`config.mk`:
```
export PLATFORM = sky130hd
export DESIGN_NAME = uart_buffered_fifo_with_idle_timeout_flat
export DESIGN_NICKNAME = d
export VERILOG_FILES = /design/src/ubf_pkg.sv /design/src/ubf_ifs.sv /design/src/ubf_ram.sv /design/src/uart_buffered_fifo_with_idle_timeout.sv /design/src/flat_wrapper.sv
export SDC_FILE = /design/constraint.sdc
export NUM_CORES = 2
export LEC_CHECK = 0
export ABC_AREA = 1
export BUFFER_PORTS_ARGS = -buffer_cell sky130_fd_sc_hd__buf_2
export CORE_MARGIN = 2
export CORE_UTILIZATION = 25
export CTS_CLUSTER_DIAMETER = 80
export DETAILED_ROUTE_END_ITERATION = 8
export PLACE_DENSITY_LB_ADDON = 0.12
export SYNTH_ARGS = -nofsm -noshare
export SYNTH_HDL_FRONTEND = slang
export SYNTH_SLANG_ARGS = --single-unit
```
`constraint.sdc`:
```
create_clock -name clock -period 4.6 [get_ports clock]
set_input_delay 0.69 -clock clock [delete_from_list [all_inputs] [get_ports clock]]
set_output_delay 0.69 -clock clock [all_outputs]
set_load 0.02 [all_outputs]
```
`src/ubf_pkg.sv`:
```
// Shared types, constants and ring helpers for the buffered UART front end.
package ubf_pkg;

   // Ring sizes and field widths
   localparam int RX_DEPTH = 256;
   localparam int TX_DEPTH = 256;
   localparam int RX_PTR_W = $clog2(RX_DEPTH);
   localparam int TX_PTR_W = $clog2(TX_DEPTH);
   localparam int DATA_W   = 8;
   localparam int LEN_W    = 8;
   localparam int CNT_W    = 8;
   localparam int OP_W     = 3;
   localparam int CSR_IDX_W = 1;
   localparam int CSR_DATA_W = 8;

   localparam logic [DATA_W-1:0] IDLE_TICKS_RESET = 8'd4;

   typedef enum logic [OP_W-1:0] {
      OP_RX_BYTE    = 3'd0,
      OP_HOST_READ  = 3'd1,
      OP_HOST_WRITE = 3'd2,
      OP_TX_REQUEST = 3'd3,
      OP_TICK       = 3'd4,
      OP_POLL       = 3'd5
   } op_type;

   typedef enum logic [CSR_IDX_W-1:0] {
      REG_IDLE_TICKS     = 1'b0,
      REG_EVENTS_ENABLED = 1'b1
   } reg_type;

   typedef enum logic {
      ST_IDLE,
      ST_READ
   } state_type;

   typedef enum logic {
      SRC_RX,
      SRC_TX
   } read_src_type;

   typedef struct packed {
      logic [DATA_W-1:0] read_byte;
      logic              read_valid;
      logic              write_accepted;
      logic [DATA_W-1:0] line_byte;
      logic              line_valid;
      logic              rx_overflow;
      logic              evt_rx_full;
      logic              evt_rx_timeout;
      logic              evt_tx_empty;
      logic [CNT_W-1:0]  rx_count;
   } rsp_type;

   // Advance a receive ring pointer with wrap
   function automatic logic [RX_PTR_W-1:0] rx_next(input logic [RX_PTR_W-1:0] p);
      return (p == RX_PTR_W'(RX_DEPTH - 1)) ? '0 : p + 1'b1;
   endfunction

   // Advance a transmit ring pointer with wrap
   function automatic logic [TX_PTR_W-1:0] tx_next(input logic [TX_PTR_W-1:0] p);
      return (p == TX_PTR_W'(TX_DEPTH - 1)) ? '0 : p + 1'b1;
   endfunction

   // Bytes held in the receive ring
   function automatic logic [RX_PTR_W-1:0] rx_fill(input logic [RX_PTR_W-1:0] rp,
                                                   input logic [RX_PTR_W-1:0] wp);
      logic [RX_PTR_W:0] wide;
      if (wp >= rp) begin
         wide = {1'b0, wp} - {1'b0, rp};
      end else begin
         wide = (RX_PTR_W + 1)'(RX_DEPTH) - {1'b0, rp} + {1'b0, wp};
      end
      return wide[RX_PTR_W-1:0];
   endfunction

   // Bytes held in the transmit ring
   function automatic logic [TX_PTR_W-1:0] tx_fill(input logic [TX_PTR_W-1:0] rp,
                                                   input logic [TX_PTR_W-1:0] wp);
      logic [TX_PTR_W:0] wide;
      if (wp >= rp) begin
         wide = {1'b0, wp} - {1'b0, rp};
      end else begin
         wide = (TX_PTR_W + 1)'(TX_DEPTH) - {1'b0, rp} + {1'b0, wp};
      end
      return wide[TX_PTR_W-1:0];
   endfunction

endpackage

```
`src/ubf_ifs.sv`:
```
// Valid/ready channel interfaces for requests, responses and register writes.
interface ubf_req_if;
   logic                         valid;
   logic                         ready;
   logic [ubf_pkg::OP_W-1:0]     op;
   logic [ubf_pkg::DATA_W-1:0]   data_in;
   logic                         burst_first;
   logic [ubf_pkg::LEN_W-1:0]    burst_len;

   modport source (output valid, op, data_in, burst_first, burst_len, input ready);
   modport sink (input valid, op, data_in, burst_first, burst_len, output ready);
endinterface

interface ubf_rsp_if;
   logic                         valid;
   logic                         ready;
   logic [ubf_pkg::DATA_W-1:0]   read_byte;
   logic                         read_valid;
   logic                         write_accepted;
   logic [ubf_pkg::DATA_W-1:0]   line_byte;
   logic                         line_valid;
   logic                         rx_overflow;
   logic                         evt_rx_full;
   logic                         evt_rx_timeout;
   logic                         evt_tx_empty;
   logic [ubf_pkg::CNT_W-1:0]    rx_count;

   modport source (output valid, read_byte, read_valid, write_accepted, line_byte,
                   line_valid, rx_overflow, evt_rx_full, evt_rx_timeout, evt_tx_empty,
                   rx_count, input ready);
   modport sink (input valid, read_byte, read_valid, write_accepted, line_byte,
                 line_valid, rx_overflow, evt_rx_full, evt_rx_timeout, evt_tx_empty,
                 rx_count, output ready);
endinterface

interface ubf_csr_if;
   logic                            valid;
   logic                            ready;
   logic [ubf_pkg::CSR_IDX_W-1:0]   index;
   logic [ubf_pkg::CSR_DATA_W-1:0]  data;

   modport source (output valid, index, data, input ready);
   modport sink (input valid, index, data, output ready);
endinterface

```
`src/ubf_ram.sv`:
```
// Generic single-write, single-read synchronous RAM with registered read data.
module ubf_ram #(
   parameter int DEPTH = 256,
   parameter int WIDTH = 8
) (
   input  logic                     clock,
   input  logic                     wr_en,
   input  logic [$clog2(DEPTH)-1:0] wr_addr,
   input  logic [WIDTH-1:0]         wr_data,
   input  logic                     rd_en,
   input  logic [$clog2(DEPTH)-1:0] rd_addr,
   output logic [WIDTH-1:0]         rd_data
);

   logic [WIDTH-1:0] mem [DEPTH];

   // Write port
   always_ff @(posedge clock) begin
      if (wr_en) begin
         mem[wr_addr] <= wr_data;
      end
   end

   // Read port, data holds until the next read
   always_ff @(posedge clock) begin
      if (rd_en) begin
         rd_data <= mem[rd_addr];
      end
   end

endmodule

```
`src/uart_buffered_fifo_with_idle_timeout.sv`:
```
// Top level: receive and transmit rings, idle countdown, poll events, response register.
//
//  channel   direction  payload                                   transfer when
//  req_ch    in         op, data_in, burst_first, burst_len       valid && ready
//  rsp_ch    out        read/write/line results, events, rx_count valid && ready
//  csr_ch    in         index, data (0 idle_ticks, 1 events_en)   valid && ready
//
// Host read and tx request items that find data first read the ring memory, then
// load the response register; all other items load the response register directly.
// Reset (synchronous) empties both rings, clears the countdown and flags, and
// restores idle_ticks to 4 and events disabled. No clearing pass is needed.
// The block takes a request while a response waits only if that response leaves
// in the same cycle; register writes are taken in any cycle outside reset.
module uart_buffered_fifo_with_idle_timeout (
   input  logic   clock,
   input  logic   reset,
   ubf_req_if.sink   req_ch,
   ubf_rsp_if.source rsp_ch,
   ubf_csr_if.sink   csr_ch
);

   // Control state
   ubf_pkg::state_type              state_ff, state_in;
   logic [ubf_pkg::RX_PTR_W-1:0]    rx_rp_ff, rx_rp_in, rx_wp_ff, rx_wp_in;
   logic [ubf_pkg::TX_PTR_W-1:0]    tx_rp_ff, tx_rp_in, tx_wp_ff, tx_wp_in;
   logic [ubf_pkg::DATA_W-1:0]      idle_left_ff, idle_left_in;
   logic                            ran_empty_ff, ran_empty_in;
   logic                            burst_ok_ff, burst_ok_in;
   logic [ubf_pkg::DATA_W-1:0]      idle_ticks_ff;
   logic                            events_en_ff;
   logic                            rsp_valid_ff, rsp_valid_in;

   // Payload registers
   ubf_pkg::rsp_type                rsp_data_ff, rsp_data_in;
   ubf_pkg::rsp_type                pend_ff, pend_in;
   ubf_pkg::read_src_type           src_ff, src_in;

   // Item decode and memory controls
   ubf_pkg::op_type                 op;
   ubf_pkg::rsp_type                rsp_new;
   ubf_pkg::read_src_type           src_new;
   logic                            item_go, out_free, read_hit;
   logic                            rx_wr_en, rx_rd_en, tx_wr_en, tx_rd_en;
   logic [ubf_pkg::DATA_W-1:0]      rx_rd_data, tx_rd_data;
   logic [ubf_pkg::RX_PTR_W-1:0]    rx_cnt;
   logic [ubf_pkg::TX_PTR_W-1:0]    tx_cnt, tx_free;
   logic                            rx_full, tx_full, fits, ok;

   assign op       = ubf_pkg::op_type'(req_ch.op);
   assign out_free = !rsp_valid_ff || rsp_ch.ready;
   assign item_go  = req_ch.valid && req_ch.ready;
   assign csr_ch.ready = !reset;

   // Take a request only when idle and the response register can take its result
   assign req_ch.ready = !reset && out_free && (state_ff == ubf_pkg::ST_IDLE);

   assign rx_cnt  = ubf_pkg::rx_fill(rx_rp_ff, rx_wp_ff);
   assign tx_cnt  = ubf_pkg::tx_fill(tx_rp_ff, tx_wp_ff);
   assign rx_full = (rx_cnt == ubf_pkg::RX_PTR_W'(ubf_pkg::RX_DEPTH - 1));
   assign tx_full = (tx_cnt == ubf_pkg::TX_PTR_W'(ubf_pkg::TX_DEPTH - 1));
   assign tx_free = ubf_pkg::TX_PTR_W'(ubf_pkg::TX_DEPTH - 1) - tx_cnt;
   assign fits    = (req_ch.burst_len <= ubf_pkg::LEN_W'(tx_free));
   assign ok      = req_ch.burst_first ? fits : burst_ok_ff;

   // Ring memories
   ubf_ram #(.DEPTH(ubf_pkg::RX_DEPTH), .WIDTH(ubf_pkg::DATA_W)) u_rx_ram (
      .clock   (clock),
      .wr_en   (rx_wr_en),
      .wr_addr (rx_wp_ff),
      .wr_data (req_ch.data_in),
      .rd_en   (rx_rd_en),
      .rd_addr (rx_rp_ff),
      .rd_data (rx_rd_data)
   );

   ubf_ram #(.DEPTH(ubf_pkg::TX_DEPTH), .WIDTH(ubf_pkg::DATA_W)) u_tx_ram (
      .clock   (clock),
      .wr_en   (tx_wr_en),
      .wr_addr (tx_wp_ff),
      .wr_data (req_ch.data_in),
      .rd_en   (tx_rd_en),
      .rd_addr (tx_rp_ff),
      .rd_data (tx_rd_data)
   );

   // Decode an accepted item: update pointers, flags and countdown, build the result
   always_comb begin
      rx_rp_in     = rx_rp_ff;
      rx_wp_in     = rx_wp_ff;
      tx_rp_in     = tx_rp_ff;
      tx_wp_in     = tx_wp_ff;
      idle_left_in = idle_left_ff;
      ran_empty_in = ran_empty_ff;
      burst_ok_in  = burst_ok_ff;
      rx_wr_en     = 1'b0;
      rx_rd_en     = 1'b0;
      tx_wr_en     = 1'b0;
      tx_rd_en     = 1'b0;
      read_hit     = 1'b0;
      src_new      = ubf_pkg::SRC_RX;
      rsp_new      = '0;
      if (item_go) begin
         unique case (op)
            ubf_pkg::OP_RX_BYTE: begin
               if (rx_full) begin
                  rsp_new.rx_overflow = 1'b1;
               end else begin
                  rx_wr_en = 1'b1;
                  rx_wp_in = ubf_pkg::rx_next(rx_wp_ff);
               end
               idle_left_in = idle_ticks_ff;
            end
            ubf_pkg::OP_HOST_READ: begin
               if (rx_rp_ff != rx_wp_ff) begin
                  rx_rd_en = 1'b1;
                  rx_rp_in = ubf_pkg::rx_next(rx_rp_ff);
                  read_hit = 1'b1;
                  src_new  = ubf_pkg::SRC_RX;
                  rsp_new.read_valid = 1'b1;
               end
            end
            ubf_pkg::OP_HOST_WRITE: begin
               burst_ok_in = ok;
               if (ok && !tx_full) begin
                  tx_wr_en     = 1'b1;
                  tx_wp_in     = ubf_pkg::tx_next(tx_wp_ff);
                  ran_empty_in = 1'b0;
                  rsp_new.write_accepted = 1'b1;
               end
            end
            ubf_pkg::OP_TX_REQUEST: begin
               if (tx_rp_ff == tx_wp_ff) begin
                  ran_empty_in = 1'b1;
               end else begin
                  tx_rd_en = 1'b1;
                  tx_rp_in = ubf_pkg::tx_next(tx_rp_ff);
                  read_hit = 1'b1;
                  src_new  = ubf_pkg::SRC_TX;
                  rsp_new.line_valid = 1'b1;
               end
            end
            ubf_pkg::OP_TICK: begin
               if (idle_left_ff != '0) begin
                  idle_left_in = idle_left_ff - 1'b1;
               end
            end
            ubf_pkg::OP_POLL: begin
               if (events_en_ff) begin
                  rsp_new.evt_rx_full    = rx_full;
                  rsp_new.evt_rx_timeout = !rx_full && (rx_cnt != '0) &&
                                           (idle_left_ff == '0);
                  rsp_new.evt_tx_empty   = ran_empty_ff;
                  ran_empty_in           = 1'b0;
               end
            end
            default: begin
            end
         endcase
         rsp_new.rx_count = ubf_pkg::CNT_W'(ubf_pkg::rx_fill(rx_rp_in, rx_wp_in));
      end
   end

   // Next state
   always_comb begin
      state_in = state_ff;
      unique case (state_ff)
         ubf_pkg::ST_IDLE: begin
            if (item_go && read_hit) begin
               state_in = ubf_pkg::ST_READ;
            end
         end
         ubf_pkg::ST_READ: begin
            if (out_free) begin
               state_in = ubf_pkg::ST_IDLE;
            end
         end
         default: begin
            state_in = ubf_pkg::ST_IDLE;
         end
      endcase
   end

   // State outputs: response load, pending read capture
   always_comb begin
      rsp_valid_in = rsp_valid_ff && !rsp_ch.ready;
      rsp_data_in  = rsp_data_ff;
      pend_in      = pend_ff;
      src_in       = src_ff;
      unique case (state_ff)
         ubf_pkg::ST_IDLE: begin
            if (item_go) begin
               if (read_hit) begin
                  pend_in = rsp_new;
                  src_in  = src_new;
               end else begin
                  rsp_valid_in = 1'b1;
                  rsp_data_in  = rsp_new;
               end
            end
         end
         ubf_pkg::ST_READ: begin
            if (out_free) begin
               rsp_valid_in = 1'b1;
               rsp_data_in  = pend_ff;
               if (src_ff == ubf_pkg::SRC_RX) begin
                  rsp_data_in.read_byte = rx_rd_data;
               end else begin
                  rsp_data_in.line_byte = tx_rd_data;
               end
            end
         end
         default: begin
         end
      endcase
   end

   // Control registers
   always_ff @(posedge clock) begin
      if (reset) begin
         state_ff     <= ubf_pkg::ST_IDLE;
         rx_rp_ff     <= '0;
         rx_wp_ff     <= '0;
         tx_rp_ff     <= '0;
         tx_wp_ff     <= '0;
         idle_left_ff <= '0;
         ran_empty_ff <= 1'b0;
         burst_ok_ff  <= 1'b0;
         rsp_valid_ff <= 1'b0;
      end else begin
         state_ff     <= state_in;
         rx_rp_ff     <= rx_rp_in;
         rx_wp_ff     <= rx_wp_in;
         tx_rp_ff     <= tx_rp_in;
         tx_wp_ff     <= tx_wp_in;
         idle_left_ff <= idle_left_in;
         ran_empty_ff <= ran_empty_in;
         burst_ok_ff  <= burst_ok_in;
         rsp_valid_ff <= rsp_valid_in;
      end
   end

   // Configuration registers
   always_ff @(posedge clock) begin
      if (reset) begin
         idle_ticks_ff <= ubf_pkg::IDLE_TICKS_RESET;
         events_en_ff  <= 1'b0;
      end else if (csr_ch.valid && csr_ch.ready) begin
         unique case (ubf_pkg::reg_type'(csr_ch.index))
            ubf_pkg::REG_IDLE_TICKS:     idle_ticks_ff <= csr_ch.data[ubf_pkg::DATA_W-1:0];
            ubf_pkg::REG_EVENTS_ENABLED: events_en_ff  <= csr_ch.data[0];
            default: begin
            end
         endcase
      end
   end

   // Payload registers
   always_ff @(posedge clock) begin
      rsp_data_ff <= rsp_data_in;
      pend_ff     <= pend_in;
      src_ff      <= src_in;
   end

   // Drive the response channel
   assign rsp_ch.valid          = rsp_valid_ff;
   assign rsp_ch.read_byte      = rsp_data_ff.read_byte;
   assign rsp_ch.read_valid     = rsp_data_ff.read_valid;
   assign rsp_ch.write_accepted = rsp_data_ff.write_accepted;
   assign rsp_ch.line_byte      = rsp_data_ff.line_byte;
   assign rsp_ch.line_valid     = rsp_data_ff.line_valid;
   assign rsp_ch.rx_overflow    = rsp_data_ff.rx_overflow;
   assign rsp_ch.evt_rx_full    = rsp_data_ff.evt_rx_full;
   assign rsp_ch.evt_rx_timeout = rsp_data_ff.evt_rx_timeout;
   assign rsp_ch.evt_tx_empty   = rsp_data_ff.evt_tx_empty;
   assign rsp_ch.rx_count       = rsp_data_ff.rx_count;

endmodule
```
`src/flat_wrapper.sv`:
```
// flat-port wrapper written by rule: the top's interface ports become plain ports
module uart_buffered_fifo_with_idle_timeout_flat 
  (clock, reset, req_ch_valid, req_ch_op, req_ch_data_in, req_ch_burst_first, req_ch_burst_len, req_ch_ready, rsp_ch_valid, rsp_ch_read_byte, rsp_ch_read_valid, rsp_ch_write_accepted, rsp_ch_line_byte, rsp_ch_line_valid, rsp_ch_rx_overflow, rsp_ch_evt_rx_full, rsp_ch_evt_rx_timeout, rsp_ch_evt_tx_empty, rsp_ch_rx_count, rsp_ch_ready, csr_ch_valid, csr_ch_index, csr_ch_data, csr_ch_ready);
  ubf_req_if req_ch_i ();
  ubf_rsp_if rsp_ch_i ();
  ubf_csr_if csr_ch_i ();
  input  logic clock;
  input  logic reset;
  input wire logic [$bits(req_ch_i.valid)-1:0] req_ch_valid;
  input wire logic [$bits(req_ch_i.op)-1:0] req_ch_op;
  input wire logic [$bits(req_ch_i.data_in)-1:0] req_ch_data_in;
  input wire logic [$bits(req_ch_i.burst_first)-1:0] req_ch_burst_first;
  input wire logic [$bits(req_ch_i.burst_len)-1:0] req_ch_burst_len;
  output wire logic [$bits(req_ch_i.ready)-1:0] req_ch_ready;
  output wire logic [$bits(rsp_ch_i.valid)-1:0] rsp_ch_valid;
  output wire logic [$bits(rsp_ch_i.read_byte)-1:0] rsp_ch_read_byte;
  output wire logic [$bits(rsp_ch_i.read_valid)-1:0] rsp_ch_read_valid;
  output wire logic [$bits(rsp_ch_i.write_accepted)-1:0] rsp_ch_write_accepted;
  output wire logic [$bits(rsp_ch_i.line_byte)-1:0] rsp_ch_line_byte;
  output wire logic [$bits(rsp_ch_i.line_valid)-1:0] rsp_ch_line_valid;
  output wire logic [$bits(rsp_ch_i.rx_overflow)-1:0] rsp_ch_rx_overflow;
  output wire logic [$bits(rsp_ch_i.evt_rx_full)-1:0] rsp_ch_evt_rx_full;
  output wire logic [$bits(rsp_ch_i.evt_rx_timeout)-1:0] rsp_ch_evt_rx_timeout;
  output wire logic [$bits(rsp_ch_i.evt_tx_empty)-1:0] rsp_ch_evt_tx_empty;
  output wire logic [$bits(rsp_ch_i.rx_count)-1:0] rsp_ch_rx_count;
  input wire logic [$bits(rsp_ch_i.ready)-1:0] rsp_ch_ready;
  input wire logic [$bits(csr_ch_i.valid)-1:0] csr_ch_valid;
  input wire logic [$bits(csr_ch_i.index)-1:0] csr_ch_index;
  input wire logic [$bits(csr_ch_i.data)-1:0] csr_ch_data;
  output wire logic [$bits(csr_ch_i.ready)-1:0] csr_ch_ready;
  assign req_ch_i.valid = req_ch_valid;
  assign req_ch_i.op = req_ch_op;
  assign req_ch_i.data_in = req_ch_data_in;
  assign req_ch_i.burst_first = req_ch_burst_first;
  assign req_ch_i.burst_len = req_ch_burst_len;
  assign req_ch_ready = req_ch_i.ready;
  assign rsp_ch_valid = rsp_ch_i.valid;
  assign rsp_ch_read_byte = rsp_ch_i.read_byte;
  assign rsp_ch_read_valid = rsp_ch_i.read_valid;
  assign rsp_ch_write_accepted = rsp_ch_i.write_accepted;
  assign rsp_ch_line_byte = rsp_ch_i.line_byte;
  assign rsp_ch_line_valid = rsp_ch_i.line_valid;
  assign rsp_ch_rx_overflow = rsp_ch_i.rx_overflow;
  assign rsp_ch_evt_rx_full = rsp_ch_i.evt_rx_full;
  assign rsp_ch_evt_rx_timeout = rsp_ch_i.evt_rx_timeout;
  assign rsp_ch_evt_tx_empty = rsp_ch_i.evt_tx_empty;
  assign rsp_ch_rx_count = rsp_ch_i.rx_count;
  assign rsp_ch_i.ready = rsp_ch_ready;
  assign csr_ch_i.valid = csr_ch_valid;
  assign csr_ch_i.index = csr_ch_index;
  assign csr_ch_i.data = csr_ch_data;
  assign csr_ch_ready = csr_ch_i.ready;
  uart_buffered_fifo_with_idle_timeout u_core (.clock(clock), .reset(reset), .req_ch(req_ch_i), .rsp_ch(rsp_ch_i), .csr_ch(csr_ch_i));
endmodule
```
## Yosys cells after proc, flatten, opt, wreduce, memory -nomap -nowiden

Memory sizes are Yosys's and may differ from the RTL's. A register that Yosys moved wholly into a read port is not among the register bits.
Index checks and enable logic that the tools add are counted.

- Register bits: 99
- Memory bits (writable): 4096
- Bits of input ports: 34
- Output and inout bits: 34
- Logic and storage cells: 158
- Memories kept: 2

- Add/subtract/negate cells: 15
- Magnitude comparators: 4
- Eq/ne operators: 20
- Muxes and demuxes: 55
- Bitwise logic cells: 3
- Reductions and logical operators: 30

Memories:

| name | depth | bits a word | rd ports | clocked after Yosys merged registers in | write ports | RTL line | source |
|---|---|---|---|---|---|---|---|
| u_core.u_rx_ram.mem | 256 | 8 | 1 | 1 | 1 | ubf_ram.sv:15 | `logic [WIDTH-1:0] mem [DEPTH];` |
| u_core.u_tx_ram.mem | 256 | 8 | 1 | 1 | 1 | ubf_ram.sv:15 |  |

Operators by type and width:

| cell | number |
|---|---|
| 8-bit two-way mux | 16 |
| 31-bit two-way mux | 3 |
| 31-bit one-hot mux with 2 select lines | 1 |
| 8-bit == test (second input constant) | 6 |
| 8-bit by 1-bit adder with 8-bit output (second input constant) | 4 |
| 1-bit two-way mux | 28 |
| 8-bit adder | 3 |
| 8-bit >= comparator | 3 |
| 1-bit by 8-bit subtractor with 8-bit output (first input constant) | 3 |
| 8-bit subtractor | 3 |
| 8-bit one-hot mux with 2 select lines | 1 |
| 8-bit nonzero test | 2 |
| 3-bit AND reduction | 5 |
| 2-bit by 1-bit inequality test with 1-bit output (second input constant) | 5 |
| 1-bit logical AND | 9 |
| 8-bit == test | 1 |
| 8-bit <= comparator | 1 |
| 8-bit zero test | 1 |
| 8-bit inequality test | 1 |
| 8-bit by 1-bit subtractor with 8-bit output (second input constant) | 1 |
| 8-bit subtractor (first input constant) | 1 |
| 3-bit by 2-bit == test with 1-bit output (second input constant) | 2 |
| 3-bit == test (second input constant) | 2 |
| 3-bit two-way mux | 2 |
| other kinds (12) | 23 |

## Longest topological paths before layout

- Word-level depth: 12
- Mapped depth: 28
- Mapped depth without buffers: 26

## Cells and area by module

From an unflattened synthesis, not the netlist that was laid out.

- Cell total of the unflattened synthesis: 14769
- Area total of the unflattened synthesis: 172989.7 sq um

Modules (own cells, without submodules):

| module | instances | cells each | area an instance (sq um) | sequential area each (sq um) |
|---|---|---|---|---|
| ubf_ram | 2 | 7003 | 83476.3 | 61739.2 |
| uart_buffered_fifo_with_idle_timeout | 1 | 763 | 6037.0 | 2442.3 |

## Worst setup path before layout

No wires, ideal clock.

- Path type: reg-to-reg
- Start point: register u_core.tx_rp_ff[1] (netlist bit)
- End point: memory u_core.u_tx_ram.mem[103][0] (enable)
- Setup time: 0.370 ns
- Arrival time: 3.739 ns
- Data required time: 4.230 ns
- Slack: 0.490 ns
- Stages on the path, launching flop included: 27
- Buffers on the path: 5
- Period minus slack after synthesis: 4.110 ns
- Cells stage by stage: dfxtp_1 -> buf_2 -> inv_2 -> buf_2 -> buf_2 -> clkbuf_1 -> ha_1 -> nand2_1 -> inv_1 -> nand2_1 -> nand2_1 -> nand2_1 -> nand3b_1 -> nand2_1 -> inv_1 -> ha_1 -> a21oi_1 -> o21a_1 -> nand2_1 -> a21oi_1 -> nand2_1 -> clkinv_2 -> nand2_4 -> nor2_2 -> nand2_1 -> buf_2 -> nor2_1

- Cells in the longest elaborated chain, start to end: 12
- Elaborated cells on any way between the ends: 16
- Classes of those cells: add/sub (4); order compare (2); eq/ne (1); mux (7); reduce/logical (2)

Ends and longest elaborated chain:

| what | RTL line | source |
|---|---|---|
| start: declaration | uart_buffered_fifo_with_idle_timeout.sv:25 | `logic [ubf_pkg::TX_PTR_W-1:0] tx_rp_ff, tx_rp_in, tx_wp_ff, tx_wp_in;` |
| start signal: assignment | uart_buffered_fifo_with_idle_timeout.sv:233 | `tx_rp_ff <= tx_rp_in;` |
| 1-bit by 8-bit subtractor with 8-bit output | ubf_pkg.sv:84 | `wide = (TX_PTR_W + 1)'(TX_DEPTH) - {1'b0, rp} + {1'b0, wp};` |
| 8-bit adder | ubf_pkg.sv:84 |  |
| 8-bit two-way mux (*) | ubf_pkg.sv:81 | `if (wp >= rp) begin` |
| 8-bit subtractor | uart_buffered_fifo_with_idle_timeout.sv:61 | `assign tx_free = ubf_pkg::TX_PTR_W'(ubf_pkg::TX_DEPTH - 1) - tx_cnt;` |
| 8-bit <= comparator | uart_buffered_fifo_with_idle_timeout.sv:62 | `assign fits = (req_ch.burst_len <= ubf_pkg::LEN_W'(tx_free));` |
| 1-bit two-way mux | uart_buffered_fifo_with_idle_timeout.sv:63 | `assign ok = req_ch.burst_first ? fits : burst_ok_ff;` |
| 1-bit logical AND (*) | uart_buffered_fifo_with_idle_timeout.sv:124 | `if (ok && !tx_full) begin` |
| 1-bit two-way mux (*) | uart_buffered_fifo_with_idle_timeout.sv:124 |  |
| 1-bit two-way mux (*) | uart_buffered_fifo_with_idle_timeout.sv:103 | `unique case (op)` |
| 1-bit two-way mux (*) | uart_buffered_fifo_with_idle_timeout.sv:102 | `if (item_go) begin` |
| 1-bit two-way mux (*) | ubf_ram.sv:19 | `if (wr_en) begin` |
| 1-bit two-way mux (implied by the code) (*) | ubf_ram.sv:20 | `mem[wr_addr] <= wr_data;` |
| end: declaration | ubf_ram.sv:15 |  |

Every way passes the cells marked *; elsewhere a longest branch is shown, timed or not.

## Final worst setup path

- Start point: register u_core.tx_wp_ff[0] (netlist bit)
- End point: memory u_core.u_tx_ram.mem[167][1] (enable)

- Cells in the longest elaborated chain, start to end: 11
- Elaborated cells on any way between the ends: 15
- Classes of those cells: add/sub (3); order compare (2); eq/ne (1); mux (7); reduce/logical (2)

Ends and longest elaborated chain:

| what | RTL line | source |
|---|---|---|
| start: declaration | uart_buffered_fifo_with_idle_timeout.sv:25 |  |
| start signal: assignment | uart_buffered_fifo_with_idle_timeout.sv:234 | `tx_wp_ff <= tx_wp_in;` |
| 8-bit adder (tied with other cells) | ubf_pkg.sv:84 |  |
| 8-bit two-way mux | ubf_pkg.sv:81 |  |
| 8-bit subtractor | uart_buffered_fifo_with_idle_timeout.sv:61 |  |
| 8-bit <= comparator | uart_buffered_fifo_with_idle_timeout.sv:62 |  |
| 1-bit two-way mux | uart_buffered_fifo_with_idle_timeout.sv:63 |  |
| 1-bit logical AND | uart_buffered_fifo_with_idle_timeout.sv:124 |  |
| 1-bit two-way mux | uart_buffered_fifo_with_idle_timeout.sv:124 |  |
| 1-bit two-way mux | uart_buffered_fifo_with_idle_timeout.sv:103 |  |
| 1-bit two-way mux | uart_buffered_fifo_with_idle_timeout.sv:102 |  |
| 1-bit two-way mux | ubf_ram.sv:19 |  |
| 1-bit two-way mux (implied by the code) | ubf_ram.sv:20 |  |

Parallel ways exist; a longest one is shown, timed or not.

==> out/qor.yml <==
hold_buffers: 13
ios: 68
async_flop_share: 0
fp.dieH_um: 835
multi_input_area_um2: 41600
die_width_um: 835
synth_top_family_by_area: "simple AND/OR/NAND/NOR gates"
synth_nets: 14900
synth_mux_area_frac: 0.000123
r2r-start: "u_core.tx_wp_ff[0]"
area_delta_synth_final_pct: 17.7
setup_viol: 0
postCtsResizedCells: 0
dieArea_um2: 697000
viasPerCell: 4.57
clock_latency_ns: 1.05
vias: 114000
crit_end: "u_core.u_tx_ram.mem[167][1]"
post_synth_num_cell_types: 52
seq_area_frac_synth: 0.729
synthFlopType: "edfxtp_1"
cellPowerDensity_nw_per_um2: 399
layout-drive-gt1-share: 0.107
htree_num_levels: 5
yosysMostFrequentCell: "edfxtp_1"
n_fill_cell: 70600
ant_nets: 0
rsz0062_at_grt: "false"
synthXorXnorAreaFrac: 0.000761
clockRootBuffer: "clkbuf_16"
fin_nets: 15300
netlist_instances: 14800
regArea_um2: 126000
criticalPathCategory: "reg2reg"
antenna_found_initial: 29
outcome: "completed"
grt_overflow: 0
synth_edf_count: 4158
initial_core_util: 0.251
tritoncts: "yes"
reg.largest.list: "u_core.u_rx_ram.mem: 2048 flops, u_core.u_tx_ram.mem: 2048 flops, u_core.pend_ff: 15 flops"
fin_crit_sh: 0.921
synth_compound_area_frac: 0.0433
maxSlewHeadroom: 0.211
start_kind: "flip-flop"
startpoint: "u_core.tx_wp_ff[0]"
synth_fa_ha_area_frac: 0.00339
max_cap_violations: 0
cp.arrival_ns: 4.93
first_pass_iters: 6
worst_pin_slew_ns: 1.18
synth-simple-area-share: 0.193
hp-class: "in2reg"
fmax_mhz: 236
synth.area.top_cells: "edfxtp_1, nand3_1, nand2_1"
gp_congestion: 0.787
fin_tns_setup_ns: 0
grt_pass1_wl_um: 878000
fin_worst_skew_ns: 0.0868
fp.coreArea_um2: 689000
dp_slack_ns: 0.301
slew_violations: 0
drtIter0Drc: 9604
dp_cells: 24000
crit_fanout: 14
dp_hpwl_um: 369000
critPathCaptureType: "flip-flop"
fin_ws_ns: 0.362
finalWirelength_um: 618000
grt_usage: 0.171
numCtsBuffers: 473
io_buffers: 67
r2r_slack_ns: 0.36
cts_sinks: 4211
syn-mean-instance-area_um2: 11.7
leakage_nw: 69.4
reg2reg_depth: 23
max-clock-path-buffers: 4
finalCriticalPeriod_ns: 4.24
finalNonFillerCells: 24900
grt_max_degree: 149
hold_viol: 0
yosys-top-cells-count: "edfxtp_1, nand2_1, nand3_1, nor2_1, o21ai_0"
ys_ff_latch: 4211
drc: 0
post_cts_buffers: 0
r2r-end: "u_core.u_tx_ram.mem[167][1]"
yosysTopAreaCellShare: 0.723
crit_required_ns: 5.29
avgRoutedWirePerCell_um: 24.9
syn_area_um2: 173000
peakVddDrop_mv: 0.322
yosys_warnings: 0
rows: 305
yosys.area.top_type: "edfxtp_1"
path_clk_slew_ns: 0.06
grt_pass1_vias: 113000
cell type report:
| type | count | share of cell area |
|---|---|---|
| sequential | 4211 | 0.620 |
| multi-input combinational | 9360 | 0.205 |
| clock buffer | 620 | 0.0623 |
| tap | 9210 | 0.0567 |
| timing repair buffer | 941 | 0.0410 |
| clock inverter | 258 | 0.0101 |
| inverter | 251 | 0.00498 |
| antenna | 6 | 0.0000739 |
power breakdown:
part	total, mW	switching, mW	internal, mW
logic	2.13	1.73	0.409
clock network	36.7	16.1	20.6
registers	42.2	0.0282	42.2
how the worst min path moves through the flow:
stage                                start                        end  slack (ns)  cells after the start
global route             req_ch_data_in[2]  u_core.u_tx_ram.mem[4][2]        0.05                      1
floorplan           u_core.idle_left_ff[4]     u_core.idle_left_ff[4]        0.45                      2
CTS                      req_ch_data_in[2]  u_core.u_tx_ram.mem[4][2]        0.01                      1
global placement    u_core.idle_left_ff[4]     u_core.idle_left_ff[4]        0.47                      2
finish                   req_ch_data_in[2]  u_core.u_tx_ram.mem[4][2]         0.1                      1
detailed placement  u_core.idle_left_ff[4]     u_core.idle_left_ff[4]        0.47                      2
stage by stage:
stage	cell area, µm²	total power [mW]	hold WS, ns	utilization
final	203000	81.0	0.0956	0.295
after global routing	203000	83.6	0.0451	0.295
after detailed placement	188000	45.2	0.474	0.273
after global placement	188000	45.2	0.469	0.273
after CTS	203000	82.1	0.0113	0.295
after floorplan	173000	43.7	0.450	-
critical path, cell delays in order, from the launching register on:
cell      delay [ns]
dfxtp_1         0.31
inv_1           0.08
ha_1            0.14
inv_1           0.06
fa_1            0.40
nand3_1         0.11
inv_1           0.06
nand2_1         0.07
nand4_1         0.08
nand2_1         0.12
inv_1           0.05
ha_1            0.26
nand2_1         0.07
nor2_1          0.15
a21boi_0        0.11
a21oi_1         0.19
nand2_1         0.16
clkinv_2        0.12
nand2_4         0.16
nor2_2          0.24
nand2_2         0.10
buf_4           0.23
nor2_1          0.30
buf_4           0.25
placed cells by master, fill, tap and decap left out, types with 6 or more instances in the layout:
| cell type | instances |
|---|---|
| a21oi_1 | 173 |
| nor2_4 | 6 |
| bufinv_16 | 23 |
| nand4_1 | 13 |
| o211ai_1 | 171 |
| a31oi_1 | 6 |
| or2_2 | 11 |
| inv_1 | 224 |
| buf_12 | 105 |
| o21ai_1 | 110 |
| clkinv_1 | 135 |
| nand3_2 | 6 |
| nand2_1 | 3117 |
| dfxtp_1 | 43 |
| buf_4 | 756 |
| clkbuf_1 | 129 |
| clkbuf_16 | 480 |
| inv_16 | 8 |
| inv_6 | 12 |
| clkbuf_8 | 11 |
| nor2_1 | 2192 |
| nor3_1 | 20 |
| o21ai_0 | 887 |
| diode_2 | 6 |
| nand4_4 | 10 |
| dlygate4sd3_1 | 13 |
| o22ai_1 | 31 |
| nor2_2 | 25 |
| buf_2 | 59 |
| dfxtp_4 | 9 |
| nand3_1 | 2460 |
| clkinv_2 | 80 |
| xor2_1 | 10 |
| ha_1 | 42 |
| nand2_2 | 28 |
| edfxtp_1 | 4158 |
| buf_8 | 8 |
metal layers:
metal / vias up / wire length (µm) / global-route usage
met5: - / 0 / 0
met4: 0 / 14000 / 0.0369
met3: 694 / 23100 / 0.0175
met2: 2298 / 296000 / 0.287
met1: 57400 / 286000 / 0.239
li1: 53200 / - / -
kinds of logic (layout without fill, tap and decap cells):
family / after synthesis / in the layout
compound gates: 1391 / 1391
simple gates: 7907 / 7907
xor+xnor: 15 / 15
fa+ha+maj: 45 / 45
flops: 4211 / 4211
other cells: 0 / 6
buf+inv: 1222 / 2070
mux: 2 / 2
No activity file was read; power rests on OpenSTA's default activity.
